File: config.mk
export PLATFORM = sky130hd
export DESIGN_NAME = ps2_mouse_packet_tracker
export DESIGN_NICKNAME = d
export VERILOG_FILES = /design/src/rtl/pmt_pkg.sv /design/src/rtl/pmt_front.sv /design/src/rtl/pmt_queue.sv /design/src/rtl/pmt_back.sv /design/src/rtl/ps2_mouse_packet_tracker.sv
export SDC_FILE = /design/constraint.sdc
export NUM_CORES = 1
export LEC_CHECK = 0
export ABC_AREA = 0
export BUFFER_PORTS_ARGS = -buffer_cell sky130_fd_sc_hd__buf_2
export CELL_PAD_IN_SITES_DETAIL_PLACEMENT = 0
export CELL_PAD_IN_SITES_GLOBAL_PLACEMENT = 1
export CORE_MARGIN = 4
export CORE_UTILIZATION = 48
export DETAILED_ROUTE_END_ITERATION = 10
export PLACE_DENSITY_LB_ADDON = 0.1
export SLEW_MARGIN = 20
export SYNTH_ARGS = -nofsm -noshare
export SYNTH_HDL_FRONTEND = slang
export SYNTH_HIERARCHICAL = 1
export SYNTH_SLANG_ARGS = --single-unit
File: constraint.sdc
create_clock -name aclk -period 9.6 [get_ports aclk]
set_input_delay 0.96 -clock aclk [delete_from_list [all_inputs] [get_ports aclk]]
set_output_delay 0.96 -clock aclk [all_outputs]
set_load 0.01 [all_outputs]
File: src/rtl/pmt_pkg.sv
// shared types and constants for the ps2 mouse packet tracker
package pmt_pkg;

    localparam int COORD_BITS_DEF = 12;
    localparam int SIZE_BITS      = 13;
    localparam int OUT_COORD_BITS = 12;
    localparam int QUEUE_DEPTH    = 2;
    localparam int APB_ADDR_BITS  = 4;

    localparam logic [7:0] SYNC_MASK   = 8'h08;
    localparam logic [7:0] X_OVF_MASK  = 8'h40;
    localparam logic [7:0] Y_OVF_MASK  = 8'h80;
    localparam logic [7:0] BUTTON_MASK = 8'h07;

    localparam logic [SIZE_BITS-1:0] WIDTH_RESET  = 13'd800;
    localparam logic [SIZE_BITS-1:0] HEIGHT_RESET = 13'd600;

    typedef enum logic [1:0] {
        REG_SCREEN_WIDTH  = 2'd0,
        REG_SCREEN_HEIGHT = 2'd1,
        REG_MOUSE_ENABLE  = 2'd2
    } reg_index_t;

    typedef enum logic [0:0] {
        REQ_DATA     = 1'b0,
        REQ_RECENTER = 1'b1
    } req_t;

    typedef enum logic [2:0] {
        OUT_IGNORED    = 3'd0,
        OUT_STORED     = 3'd1,
        OUT_APPLIED    = 3'd2,
        OUT_DROPPED    = 3'd3,
        OUT_RECENTERED = 3'd4
    } outcome_t;

    typedef enum logic [1:0] {
        POS_HEADER = 2'd0,
        POS_DX     = 2'd1,
        POS_DY     = 2'd2
    } pos_t;

    typedef struct packed {
        logic [SIZE_BITS-1:0] screen_width;
        logic [SIZE_BITS-1:0] screen_height;
        logic                 mouse_enable;
    } cfg_t;

    typedef struct packed {
        outcome_t   outcome;
        logic [7:0] dx;
        logic [7:0] dy;
        logic [2:0] buttons;
    } cmd_t;

endpackage

File: src/rtl/pmt_front.sv
// front end: packet assembly and classification of each transaction
module pmt_front import pmt_pkg::*; (
    input  logic       aclk,
    input  logic       aresetn,
    input  cfg_t       cfg,
    input  logic       accept,
    input  logic       req_type,
    input  logic [7:0] data_byte,
    output cmd_t       cmd
);

    pos_t       pos_reg, pos_next;
    logic [7:0] header_reg, header_next;
    logic [7:0] dx_reg, dx_next;

    always_comb begin
        pos_next = pos_reg;
        if (req_t'(req_type) == REQ_RECENTER) begin
            pos_next = POS_HEADER;
        end else if (cfg.mouse_enable) begin
            case (pos_reg)
                POS_HEADER: pos_next = ((data_byte & SYNC_MASK) != 8'h00) ? POS_DX : POS_HEADER;
                POS_DX:     pos_next = POS_DY;
                POS_DY:     pos_next = POS_HEADER;
                default:    pos_next = ((data_byte & SYNC_MASK) != 8'h00) ? POS_DX : POS_HEADER;
            endcase
        end
    end

    always_comb begin
        header_next = header_reg;
        dx_next     = dx_reg;
        cmd.outcome = OUT_IGNORED;
        cmd.dx      = dx_reg;
        cmd.dy      = data_byte;
        cmd.buttons = 3'(header_reg & BUTTON_MASK);
        if (req_t'(req_type) == REQ_RECENTER) begin
            cmd.outcome = OUT_RECENTERED;
        end else if (cfg.mouse_enable) begin
            case (pos_reg)
                POS_DX: begin
                    dx_next     = data_byte;
                    cmd.outcome = OUT_STORED;
                end
                POS_DY: begin
                    if ((header_reg & (X_OVF_MASK | Y_OVF_MASK)) != 8'h00) begin
                        cmd.outcome = OUT_DROPPED;
                    end else begin
                        cmd.outcome = OUT_APPLIED;
                    end
                end
                default: begin
                    if ((data_byte & SYNC_MASK) != 8'h00) begin
                        header_next = data_byte;
                        cmd.outcome = OUT_STORED;
                    end
                end
            endcase
        end
    end

    always_ff @(posedge aclk) begin
        if (!aresetn) begin
            pos_reg    <= POS_HEADER;
            header_reg <= 8'h00;
            dx_reg     <= 8'h00;
        end else if (accept) begin
            pos_reg    <= pos_next;
            header_reg <= header_next;
            dx_reg     <= dx_next;
        end
    end

endmodule

File: src/rtl/pmt_queue.sv
// short command queue between front and back
module pmt_queue import pmt_pkg::*; (
    input  logic aclk,
    input  logic aresetn,
    input  logic push,
    input  cmd_t push_cmd,
    output logic full,
    input  logic pop,
    output logic not_empty,
    output cmd_t pop_cmd
);

    localparam int PTR_BITS = (QUEUE_DEPTH > 1) ? $clog2(QUEUE_DEPTH) : 1;
    localparam int CNT_BITS = $clog2(QUEUE_DEPTH + 1);
    localparam logic [PTR_BITS-1:0] LAST_PTR = PTR_BITS'(QUEUE_DEPTH - 1);
    localparam logic [CNT_BITS-1:0] DEPTH_CNT = CNT_BITS'(QUEUE_DEPTH);

    cmd_t                entry_reg [QUEUE_DEPTH];
    logic [PTR_BITS-1:0] wr_ptr_reg, wr_ptr_next;
    logic [PTR_BITS-1:0] rd_ptr_reg, rd_ptr_next;
    logic [CNT_BITS-1:0] count_reg, count_next;

    assign full      = (count_reg == DEPTH_CNT);
    assign not_empty = (count_reg != '0);
    assign pop_cmd   = entry_reg[rd_ptr_reg];

    always_comb begin
        wr_ptr_next = wr_ptr_reg;
        rd_ptr_next = rd_ptr_reg;
        count_next  = count_reg;
        if (push) begin
            wr_ptr_next = (wr_ptr_reg == LAST_PTR) ? '0 : wr_ptr_reg + 1'b1;
        end
        if (pop) begin
            rd_ptr_next = (rd_ptr_reg == LAST_PTR) ? '0 : rd_ptr_reg + 1'b1;
        end
        if (push && !pop) begin
            count_next = count_reg + 1'b1;
        end else if (pop && !push) begin
            count_next = count_reg - 1'b1;
        end
    end

    always_ff @(posedge aclk) begin
        if (!aresetn) begin
            wr_ptr_reg <= '0;
            rd_ptr_reg <= '0;
            count_reg  <= '0;
        end else begin
            wr_ptr_reg <= wr_ptr_next;
            rd_ptr_reg <= rd_ptr_next;
            count_reg  <= count_next;
        end
    end

    always_ff @(posedge aclk) begin
        if (push) begin
            entry_reg[wr_ptr_reg] <= push_cmd;
        end
    end

    a_count_bound: assert property (@(posedge aclk) disable iff (!aresetn)
        count_reg <= DEPTH_CNT)
        else $error("queue count beyond depth");

    a_no_pop_empty: assert property (@(posedge aclk) disable iff (!aresetn)
        pop |-> not_empty)
        else $error("pop from empty queue");

    a_no_push_full: assert property (@(posedge aclk) disable iff (!aresetn)
        push |-> (!full || pop))
        else $error("push into full queue");

endmodule

File: src/rtl/pmt_back.sv
// back end: cursor update, clamping and result register
module pmt_back import pmt_pkg::*; #(
    parameter int COORD_BITS = COORD_BITS_DEF
) (
    input  logic                      aclk,
    input  logic                      aresetn,
    input  cfg_t                      cfg,
    input  logic                      cmd_valid,
    input  cmd_t                      cmd,
    output logic                      cmd_take,
    output logic                      m_valid,
    input  logic                      m_ready,
    output logic [OUT_COORD_BITS-1:0] m_cursor_x_out,
    output logic [OUT_COORD_BITS-1:0] m_cursor_y_out,
    output logic [2:0]                m_buttons_out,
    output logic [2:0]                m_outcome
);

    localparam int CMAX = (1 << COORD_BITS) - 1;
    localparam logic [15:0] CMAX16 = 16'(CMAX);
    localparam int RESET_X = (400 > CMAX) ? CMAX : 400;
    localparam int RESET_Y = (300 > CMAX) ? CMAX : 300;
    localparam int VBITS = COORD_BITS + 2;

    function automatic logic [COORD_BITS-1:0] limit_of(input logic [SIZE_BITS-1:0] size);
        logic [SIZE_BITS-1:0] s;
        logic [SIZE_BITS-1:0] m;
        s = (size == '0) ? SIZE_BITS'(1) : size;
        m = s - 1'b1;
        return (16'(m) > CMAX16) ? COORD_BITS'(CMAX) : COORD_BITS'(m);
    endfunction

    function automatic logic [COORD_BITS-1:0] centre_of(input logic [SIZE_BITS-1:0] size);
        logic [SIZE_BITS-1:0] s;
        logic [SIZE_BITS-1:0] c;
        s = (size == '0) ? SIZE_BITS'(1) : size;
        c = s >> 1;
        return (16'(c) > CMAX16) ? COORD_BITS'(CMAX) : COORD_BITS'(c);
    endfunction

    function automatic logic [COORD_BITS-1:0] move_clamped(
        input logic [COORD_BITS-1:0] pos,
        input logic signed [9:0]     delta,
        input logic [COORD_BITS-1:0] lim
    );
        logic signed [VBITS-1:0] v;
        v = signed'({2'b00, pos}) + VBITS'(delta);
        if (v < 0) begin
            return '0;
        end
        if ((COORD_BITS+1)'(v) > {1'b0, lim}) begin
            return lim;
        end
        return COORD_BITS'(v);
    endfunction

    logic [COORD_BITS-1:0] cursor_x_reg, cursor_x_next;
    logic [COORD_BITS-1:0] cursor_y_reg, cursor_y_next;
    logic [2:0]            buttons_reg, buttons_next;
    logic                  m_valid_reg;
    outcome_t              outcome_reg;
    logic signed [9:0]     delta_x;
    logic signed [9:0]     delta_y;

    assign cmd_take = cmd_valid && (!m_valid_reg || m_ready);
    assign delta_x  = 10'(signed'(cmd.dx));
    assign delta_y  = -10'(signed'(cmd.dy));

    always_comb begin
        cursor_x_next = cursor_x_reg;
        cursor_y_next = cursor_y_reg;
        buttons_next  = buttons_reg;
        case (cmd.outcome)
            OUT_RECENTERED: begin
                cursor_x_next = centre_of(cfg.screen_width);
                cursor_y_next = centre_of(cfg.screen_height);
            end
            OUT_APPLIED: begin
                cursor_x_next = move_clamped(cursor_x_reg, delta_x, limit_of(cfg.screen_width));
                cursor_y_next = move_clamped(cursor_y_reg, delta_y, limit_of(cfg.screen_height));
                buttons_next  = cmd.buttons;
            end
            default: begin
            end
        endcase
    end

    always_ff @(posedge aclk) begin
        if (!aresetn) begin
            cursor_x_reg <= COORD_BITS'(RESET_X);
            cursor_y_reg <= COORD_BITS'(RESET_Y);
            buttons_reg  <= 3'd0;
            m_valid_reg  <= 1'b0;
            outcome_reg  <= OUT_IGNORED;
        end else begin
            if (cmd_take) begin
                cursor_x_reg <= cursor_x_next;
                cursor_y_reg <= cursor_y_next;
                buttons_reg  <= buttons_next;
                outcome_reg  <= cmd.outcome;
                m_valid_reg  <= 1'b1;
            end else if (m_ready) begin
                m_valid_reg  <= 1'b0;
            end
        end
    end

    assign m_valid        = m_valid_reg;
    assign m_cursor_x_out = OUT_COORD_BITS'(cursor_x_reg);
    assign m_cursor_y_out = OUT_COORD_BITS'(cursor_y_reg);
    assign m_buttons_out  = buttons_reg;
    assign m_outcome      = outcome_reg;

    a_take_shows: assert property (@(posedge aclk) disable iff (!aresetn)
        cmd_take |=> m_valid_reg)
        else $error("taken command not presented");

    a_stall_holds: assert property (@(posedge aclk) disable iff (!aresetn)
        (m_valid_reg && !m_ready) |=> ($stable(cursor_x_reg) && $stable(cursor_y_reg)))
        else $error("cursor changed while result stalled");

endmodule

File: src/rtl/ps2_mouse_packet_tracker.sv
// top level of the ps2 mouse packet tracker
//
// the s_ channel carries one transaction per mouse byte (s_req_type 0, byte in
// s_data_byte) or a recenter request (s_req_type 1). every input transaction
// produces exactly one m_ transaction with the cursor, buttons and outcome
// after that item, in order. a front end tracks the 3-byte packet position and
// classifies each byte, a 2-entry command queue decouples it from the back end,
// which applies the add-and-clamp and holds the result register.
// an accepted transaction is written into the queue, and the back end takes it
// from there into the result register; throughput is one transaction per
// cycle while m_ready is high. when m_ready is low the result is held, the
// queue fills, and s_ready drops once two further transactions are waiting.
// reset (aresetn low, synchronous) clears the packet position, puts the cursor
// at 400,300 (limited to the coordinate range), clears the buttons and loads
// the registers with width 800, height 600, mouse disabled. configuration is
// over an apb-style port: width at 0x0, height at 0x4, enable at 0x8; the user
// must write while no transaction is in flight; the block does not enforce it.
module ps2_mouse_packet_tracker import pmt_pkg::*; #(
    parameter int COORD_BITS = COORD_BITS_DEF
) (
    input  logic                      aclk,
    input  logic                      aresetn,
    input  logic                      psel,
    input  logic                      penable,
    input  logic                      pwrite,
    input  logic [APB_ADDR_BITS-1:0]  paddr,
    input  logic [31:0]               pwdata,
    output logic [31:0]               prdata,
    output logic                      pready,
    input  logic                      s_valid,
    output logic                      s_ready,
    input  logic                      s_req_type,
    input  logic [7:0]                s_data_byte,
    output logic                      m_valid,
    input  logic                      m_ready,
    output logic [OUT_COORD_BITS-1:0] m_cursor_x_out,
    output logic [OUT_COORD_BITS-1:0] m_cursor_y_out,
    output logic [2:0]                m_buttons_out,
    output logic [2:0]                m_outcome
);

    cfg_t       cfg_reg;
    reg_index_t reg_index;
    logic       cfg_write;
    logic       accept;
    logic       queue_full;
    logic       queue_not_empty;
    logic       cmd_take;
    cmd_t       front_cmd;
    cmd_t       back_cmd;

    assign pready    = 1'b1;
    assign reg_index = reg_index_t'(paddr[3:2]);
    assign cfg_write = psel && penable && pwrite && pready;

    always_ff @(posedge aclk) begin
        if (!aresetn) begin
            cfg_reg.screen_width  <= WIDTH_RESET;
            cfg_reg.screen_height <= HEIGHT_RESET;
            cfg_reg.mouse_enable  <= 1'b0;
        end else if (cfg_write) begin
            case (reg_index)
                REG_SCREEN_WIDTH:  cfg_reg.screen_width  <= pwdata[SIZE_BITS-1:0];
                REG_SCREEN_HEIGHT: cfg_reg.screen_height <= pwdata[SIZE_BITS-1:0];
                REG_MOUSE_ENABLE:  cfg_reg.mouse_enable  <= pwdata[0];
                default: begin
                end
            endcase
        end
    end

    always_comb begin
        case (reg_index)
            REG_SCREEN_WIDTH:  prdata = 32'(cfg_reg.screen_width);
            REG_SCREEN_HEIGHT: prdata = 32'(cfg_reg.screen_height);
            REG_MOUSE_ENABLE:  prdata = 32'(cfg_reg.mouse_enable);
            default:           prdata = 32'd0;
        endcase
    end

    assign s_ready = !queue_full;
    assign accept  = s_valid && s_ready;

    pmt_front u_front (
        .aclk      (aclk),
        .aresetn   (aresetn),
        .cfg       (cfg_reg),
        .accept    (accept),
        .req_type  (s_req_type),
        .data_byte (s_data_byte),
        .cmd       (front_cmd)
    );

    pmt_queue u_queue (
        .aclk      (aclk),
        .aresetn   (aresetn),
        .push      (accept),
        .push_cmd  (front_cmd),
        .full      (queue_full),
        .pop       (cmd_take),
        .not_empty (queue_not_empty),
        .pop_cmd   (back_cmd)
    );

    pmt_back #(
        .COORD_BITS (COORD_BITS)
    ) u_back (
        .aclk           (aclk),
        .aresetn        (aresetn),
        .cfg            (cfg_reg),
        .cmd_valid      (queue_not_empty),
        .cmd            (back_cmd),
        .cmd_take       (cmd_take),
        .m_valid        (m_valid),
        .m_ready        (m_ready),
        .m_cursor_x_out (m_cursor_x_out),
        .m_cursor_y_out (m_cursor_y_out),
        .m_buttons_out  (m_buttons_out),
        .m_outcome      (m_outcome)
    );

endmodule
; ---- After elaboration in Yosys (flattened, before gate mapping)
; Memory sizes are Yosys's and may differ from the RTL's. A register that Yosys moved wholly into a read port is not among the register bits.
; Cells that the tools add are included.
[totals]
ff_bits = 80
memories = 1
input_bits = 52
output_inout_bits = 65
mem_bits_rw = 44
wordCells = 116
[mem_list]
columns = name, depth, width, rd, rd_clocked_by_memory_dff, wr, line
row1 = u_queue.entry_reg, 2, 22, 1, 1, 1, pmt_queue.sv:18  ; cmd_t entry_reg [QUEUE_DEPTH];
[classes]
muxes = 46
n_eq_ne = 7
bitwise_logic = 2
n_lt_le_gt_ge = 8
reduce_logical = 29
addsub = 9
[op_table]
columns = operator, n
row1 = 2-to-1 mux 12 bit, 12
row2 = case mux 12 bit (2 select lines), 2
row3 = case mux 13 bit (3 select lines), 1
row4 = "< comparator 14 x 1 -> 1 bit, second input constant", 2
row5 = > comparator 13 x 12 -> 1 bit, 2
row6 = "> comparator 13 x 12 -> 1 bit, second input constant", 2
row7 = zero test 13 bit, 2
row8 = 2-to-1 mux 13 bit, 2
row9 = "subtractor 13 x 1 -> 13 bit, second input constant", 2
row10 = "> comparator 12 bit, second input constant", 2
row11 = 2-to-1 mux 1 bit, 21
row12 = adder 13 x 10 -> 14 bit, 1
row13 = adder 13 x 8 -> 14 bit, 1
row14 = AND reduction 2 bit, 6
row15 = negator 8 -> 10 bit, 1
row16 = nonzero test 2 bit, 5
row17 = 2-to-1 mux 2 bit, 4
row18 = nonzero test 8 bit, 1
row19 = "== test 2 bit, second input constant", 3
row20 = logical AND 1 bit, 6
row21 = 2-to-1 mux 3 bit, 2
row22 = case mux 3 bit (2 select lines), 1
row23 = AND reduction 5 bit, 1
row24 = "== test 2 x 1 -> 1 bit, second input constant", 2
row25 = other kinds (12), 17

; ---- Longest topological paths before layout
[logic_depth]
word_depth = 12
mapped_depth = 23
depth_no_buf = 21

; ---- Cells and area by module
; Netlist, hierarchy kept.
[modules_own_cells]
columns = module, cells_per_inst, n_inst, area_each_um2
row1 = pmt_back, 585, 1, 4215.3
row2 = pmt_queue, 90, 1, 1800.5
row3 = ps2_mouse_packet_tracker, 166, 1, 1490.2
row4 = pmt_front, 83, 1, 718.2

; ---- Worst setup path before layout
; Ideal clock, no wire load.
[synth_path]
path_type = reg2reg
start = reg cfg_reg[14] in the netlist's numbering
end = reg u_back.cursor_x_reg[7] (netlist: u_back/m_cursor_x_out[7])
slack_ns = 5.062
setup_time_ns = 0.115
t_arrival_ns = 4.423
n_path_buf = 1
required_ns = 9.485
stages_incl_launch_ff = 20
path_cell_list = dfxtp_1 -> or4_4 -> nor3_2 -> a21oi_1 -> ha_1 -> nand3b_1 -> a2111oi_0 -> o2111ai_1 -> o41a_1 -> and2_1 -> ha_1 -> nand4_1 -> nor3_1 -> o21ai_0 -> a21oi_1 -> o21bai_1 -> clkbuf_1 -> mux2i_1 -> o21ai_0 -> o21a_1
[synth_via]
elab_chain_len = 12
word_cells_on_any_way = 15
classes_between = add/sub (1) / order compare (3) / mux (10) / reduce/logical (1)
[synth_lines]
columns = item, line
row1 = start: declaration, ps2_mouse_packet_tracker.sv:42  ; cfg_t cfg_reg;
row2 = zero test 13 bit, "pmt_back.sv:28, pmt_back.sv:36"
row3 = 2-to-1 mux 13 bit (*), "pmt_back.sv:28, pmt_back.sv:36"
row4 = subtractor 13 x 1 -> 13 bit, pmt_back.sv:29  ; m = s - 1'b1;
row5 = > comparator 13 x 12 -> 1 bit, pmt_back.sv:30  ; return (16'(m) > CMAX16) ? COORD_BITS'(CMAX) : COORD_BITS'(m);
row6 = 2-to-1 mux 12 bit, pmt_back.sv:30
row7 = > comparator 13 x 12 -> 1 bit, pmt_back.sv:51  ; if ((COORD_BITS+1)'(v) > {1'b0, lim}) begin
row8 = 2-to-1 mux 1 bit (2 in a row), pmt_back.sv:51
row9 = 2-to-1 mux 1 bit, pmt_back.sv:73  ; case (cmd.outcome)
row10 = 2-to-1 mux 12 bit, pmt_back.sv:54  ; return COORD_BITS'(v);
row11 = 2-to-1 mux 12 bit, pmt_back.sv:51
row12 = case mux 12 bit (2 select lines) (*), pmt_back.sv:73
row13 = end signal: assignment, pmt_back.sv:90  ; cursor_x_reg <= COORD_BITS'(RESET_X);
row14 = end signal: assignment, pmt_back.sv:97  ; cursor_x_reg <= cursor_x_next;
row15 = end: declaration, pmt_back.sv:57  ; logic [COORD_BITS-1:0] cursor_x_reg, cursor_x_next;
; Mark *: on every way between the ends. The rest lies on a longest branch, timed or not. The select of a mux whose other input is x is not followed.
; A chain may end at the register's enable or synchronous reset.

; ---- Worst setup path in the final report
[layout_path]
start = reg cfg_reg[9] in the netlist's numbering
end = reg u_back.cursor_y_reg[10] (netlist: u_back/m_cursor_y_out[10])
[layout_via]
elab_chain_len = 12
word_cells_on_any_way = 15
classes_between = add/sub (1) / order compare (3) / mux (10) / reduce/logical (1)
[layout_lines]
columns = item, line
row1 = zero test 13 bit, "pmt_back.sv:28, pmt_back.sv:36"
row2 = 2-to-1 mux 13 bit (*), "pmt_back.sv:28, pmt_back.sv:36"
row3 = subtractor 13 x 1 -> 13 bit, pmt_back.sv:29
row4 = > comparator 13 x 12 -> 1 bit, pmt_back.sv:30
row5 = 2-to-1 mux 12 bit, pmt_back.sv:30
row6 = > comparator 13 x 12 -> 1 bit, pmt_back.sv:51
row7 = 2-to-1 mux 1 bit (2 in a row), pmt_back.sv:51
row8 = 2-to-1 mux 1 bit, pmt_back.sv:73
row9 = 2-to-1 mux 12 bit, pmt_back.sv:54
row10 = 2-to-1 mux 12 bit, pmt_back.sv:51
row11 = case mux 12 bit (2 select lines) (*), pmt_back.sv:73
row12 = end signal: assignment, pmt_back.sv:91  ; cursor_y_reg <= COORD_BITS'(RESET_Y);
row13 = end signal: assignment, pmt_back.sv:98  ; cursor_y_reg <= cursor_y_next;
row14 = end: declaration, pmt_back.sv:58  ; logic [COORD_BITS-1:0] cursor_y_reg, cursor_y_next;
; Marked as above.

==> qor.yml <==
status: "finished, final reports clean"
power.leakage_nw: 3.88
grt_overflow_total: 0
clk_path_buf_depth: 2
grt_pass1_wl_mm: 32.7
grt_max_degree: 69
hp-class: "register to register"
relSlewSlack_pct: 36.4
dp_cells: 1176
antenna_found_initial: 0
synth.area.top_cells: "dfxtp_1 (19%), edfxtp_1 (16%), ha_1 (8.7%)"
crit_path_max_fanout: 15
ctsResizeCount: 0
worst_pin_slew_ns: 0.953
port-buffer-count: 75
synth_area_um2: 8220
async_flop_share_pct: 0
hold_buffers: 0
yosysTopAreaCell: "dfxtp_1"
final_hold_viol_count: 0
insertion_delay_ns: 0.42
crit_path_max_incr_delay_ns: 0.54
p_total_mw: 2.05
ios: 117
dpl.hpwl_mm: 15.1
path_clk_slew_ns: 0.06
synth_top_flop_cell: "dfxtp_1"
post-place-ws_ns: 4.30
synth_edf_count: 44
insertedDiodeCount: 0
syn_avg_cell_area_um2: 8.90
totalWireLength_mm: 20.4
final_util_pct: 54.9
pwr_density_cell_nw_per_um2: 224
grt.total_usage_pct: 20.9
dpl_cell_area_um2: 8590
gp_congestion: 0.890
numCtsBuffers: 17
regArea_um2: 2880
wl_per_cell_um: 16.8
fin_cells: 1209
fp.dieW_um: 139
largest_reg_flops: 44
post_cts_buffers: 0
peakVddDrop_uv: 138
area_delta_synth_final_pct: 11.5
startpoint_type: "register"
period_needed_ns: 5.37
drv_cap: 0
start_util_pct: 49.2
finalSetupViolCount: 0
arrival_ns: 5.71
ys_ff_latch: 122
ys_warn_count: 6
fin_nets: 1087
max_clock_freq_mhz: 186
critPathKind: "register to register"
setup_ws_ns: 4.23
worst_path_max_delay_cell: "xnor2_1"
tns_ns: 0
cp-end-kind: "register"
cp.required_ns: 9.93
core_um2: 16700
vias: 6553
dieArea_um2: 19300
drtIter0Drc: 417
drt.antenna.violating_nets: 0
fin_crit_sh_pct: 56.0
drive_gt1_share_pct: 15.9
htree_num_levels: 4
grt_pass1_vias: 6181
clock-sinks: 122
path_cells: "or4_1, nor3_1, a21o_1, inv_1, ha_1, inv_1, or3_1, or3_1, xnor2_1, a41oi_1, and2_1, ha_1, nor2b_1, o21bai_1, a31oi_1, o21bai_1, a21o_1, nand2_1, and2_1, o31ai_1"
drcViolationCount: 0
tritoncts: "built"
drt_pass1_iterations: 5
cts_root_buf: "clkbuf_16"
multi_input_area_um2: 4880
vias_per_cell: 5.42
skew_ns: 0.0148
fillers: 1599
die_h_um: 139
synth_top_area_share_pct: 19.0
yosysSeqAreaShare_pct: 35.1
synthCells: 924
yosysUniqueCellTypes: 71
final_area_um2: 9170
holdWs_ns: 0.455
rows: 47
slew_viol_final: 0
rsz0062_at_grt: "false"
[cell usage after synthesis, types with 10 or more instances]
cell      count
a21o_1       12
a21oi_1      41
and2_1       20
buf_4        34
clkbuf_1     22
dfxtp_1      78
edfxtp_1     44
ha_1         57
inv_1        33
mux2_2       24
mux2i_1      54
nand2_1     122
nand3_1      37
nor2_1       56
nor2b_1      24
nor3_1       18
o21a_1       10
o21ai_0      40
or3_1        11
xnor2_1      28
xor2_1       12
[cell families after synthesis]
family | after synthesis | share of synthesized area (%)
muxes | 78 | 9.86
other | 2 | 0.0913
adders and majority gates | 59 | 9.16
xor gates and xnor gates | 40 | 4.26
and+or+nand+nor | 341 | 20.6
buffers and inverters | 100 | 6.51
DFF | 122 | 35.1
AOI/OAI and AO/OA | 182 | 14.4
[worst paths after layout]
check             slack (ns)  cells after the start               from                         to
setup / recovery        4.23                     20         cfg_reg[9]  u_back/m_cursor_y_out[10]
setup reg to reg        4.23                     20         cfg_reg[9]  u_back/m_cursor_y_out[10]
hold / removal          0.46                      0  u_front/dx_reg[0]   u_queue/entry_reg[1][11]
hold reg to reg         0.46                      0  u_front/dx_reg[0]   u_queue/entry_reg[1][11]
[worst max-delay path: cells and delay by family, from the launching register on]
family | cells | cell delay (ns)
simple gates | 8 | 2.17
compound gates | 7 | 1.42
xor+xnor | 1 | 0.54
flops | 1 | 0.53
fa+ha+maj | 2 | 0.46
buf+inv | 2 | 0.18
[power breakdown]
part / switching [mW] / internal, mW
logic: 0.490 / 0.333
clock network: 0.259 / 0.363
registers: 0.0240 / 0.586
total: 0.773 / 1.28
[final cells by class]
type | instances | share of cell area [%]
tap | 220 | 3.00
inverter | 33 | 1.35
multi-input combinational | 720 | 53.2
timing repair buffer | 82 | 4.77
sequential | 122 | 31.4
clock buffer | 18 | 4.68
clock inverter | 14 | 1.53
[layout by cell type, fill, tap and decap left out, types with 12 or more instances in the layout]
| master | synthesis | routed |
|---|---|---|
| conb_1 | 2 | 20 |
| mux2_2 | 24 | 24 |
| nor2b_1 | 24 | 23 |
| o21ai_0 | 40 | 40 |
| nand3_1 | 37 | 37 |
| nand2_1 | 122 | 122 |
| ha_1 | 57 | 57 |
| a21oi_1 | 41 | 41 |
| a21o_1 | 12 | 12 |
| clkbuf_16 | 0 | 17 |
| buf_2 | 8 | 74 |
| nor3_1 | 18 | 17 |
| xor2_1 | 12 | 12 |
| edfxtp_1 | 44 | 44 |
| inv_1 | 33 | 33 |
| dfxtp_1 | 78 | 78 |
| xnor2_1 | 28 | 28 |
| mux2i_1 | 54 | 54 |
| and2_1 | 20 | 20 |
| nor2_1 | 56 | 56 |
[metal layers]
layer / GRT usage [%] / routed length [um] / up-vias
met5: 0 / 0 / -
met3: 4.86 / 963 / 16
met2: 32.9 / 9180 / 157
met1: 29.4 / 10000 / 3023
met4: 4.63 / 172 / 0
li1: - / - / 3357
Note: power is estimated with default switching activity, not from simulation.
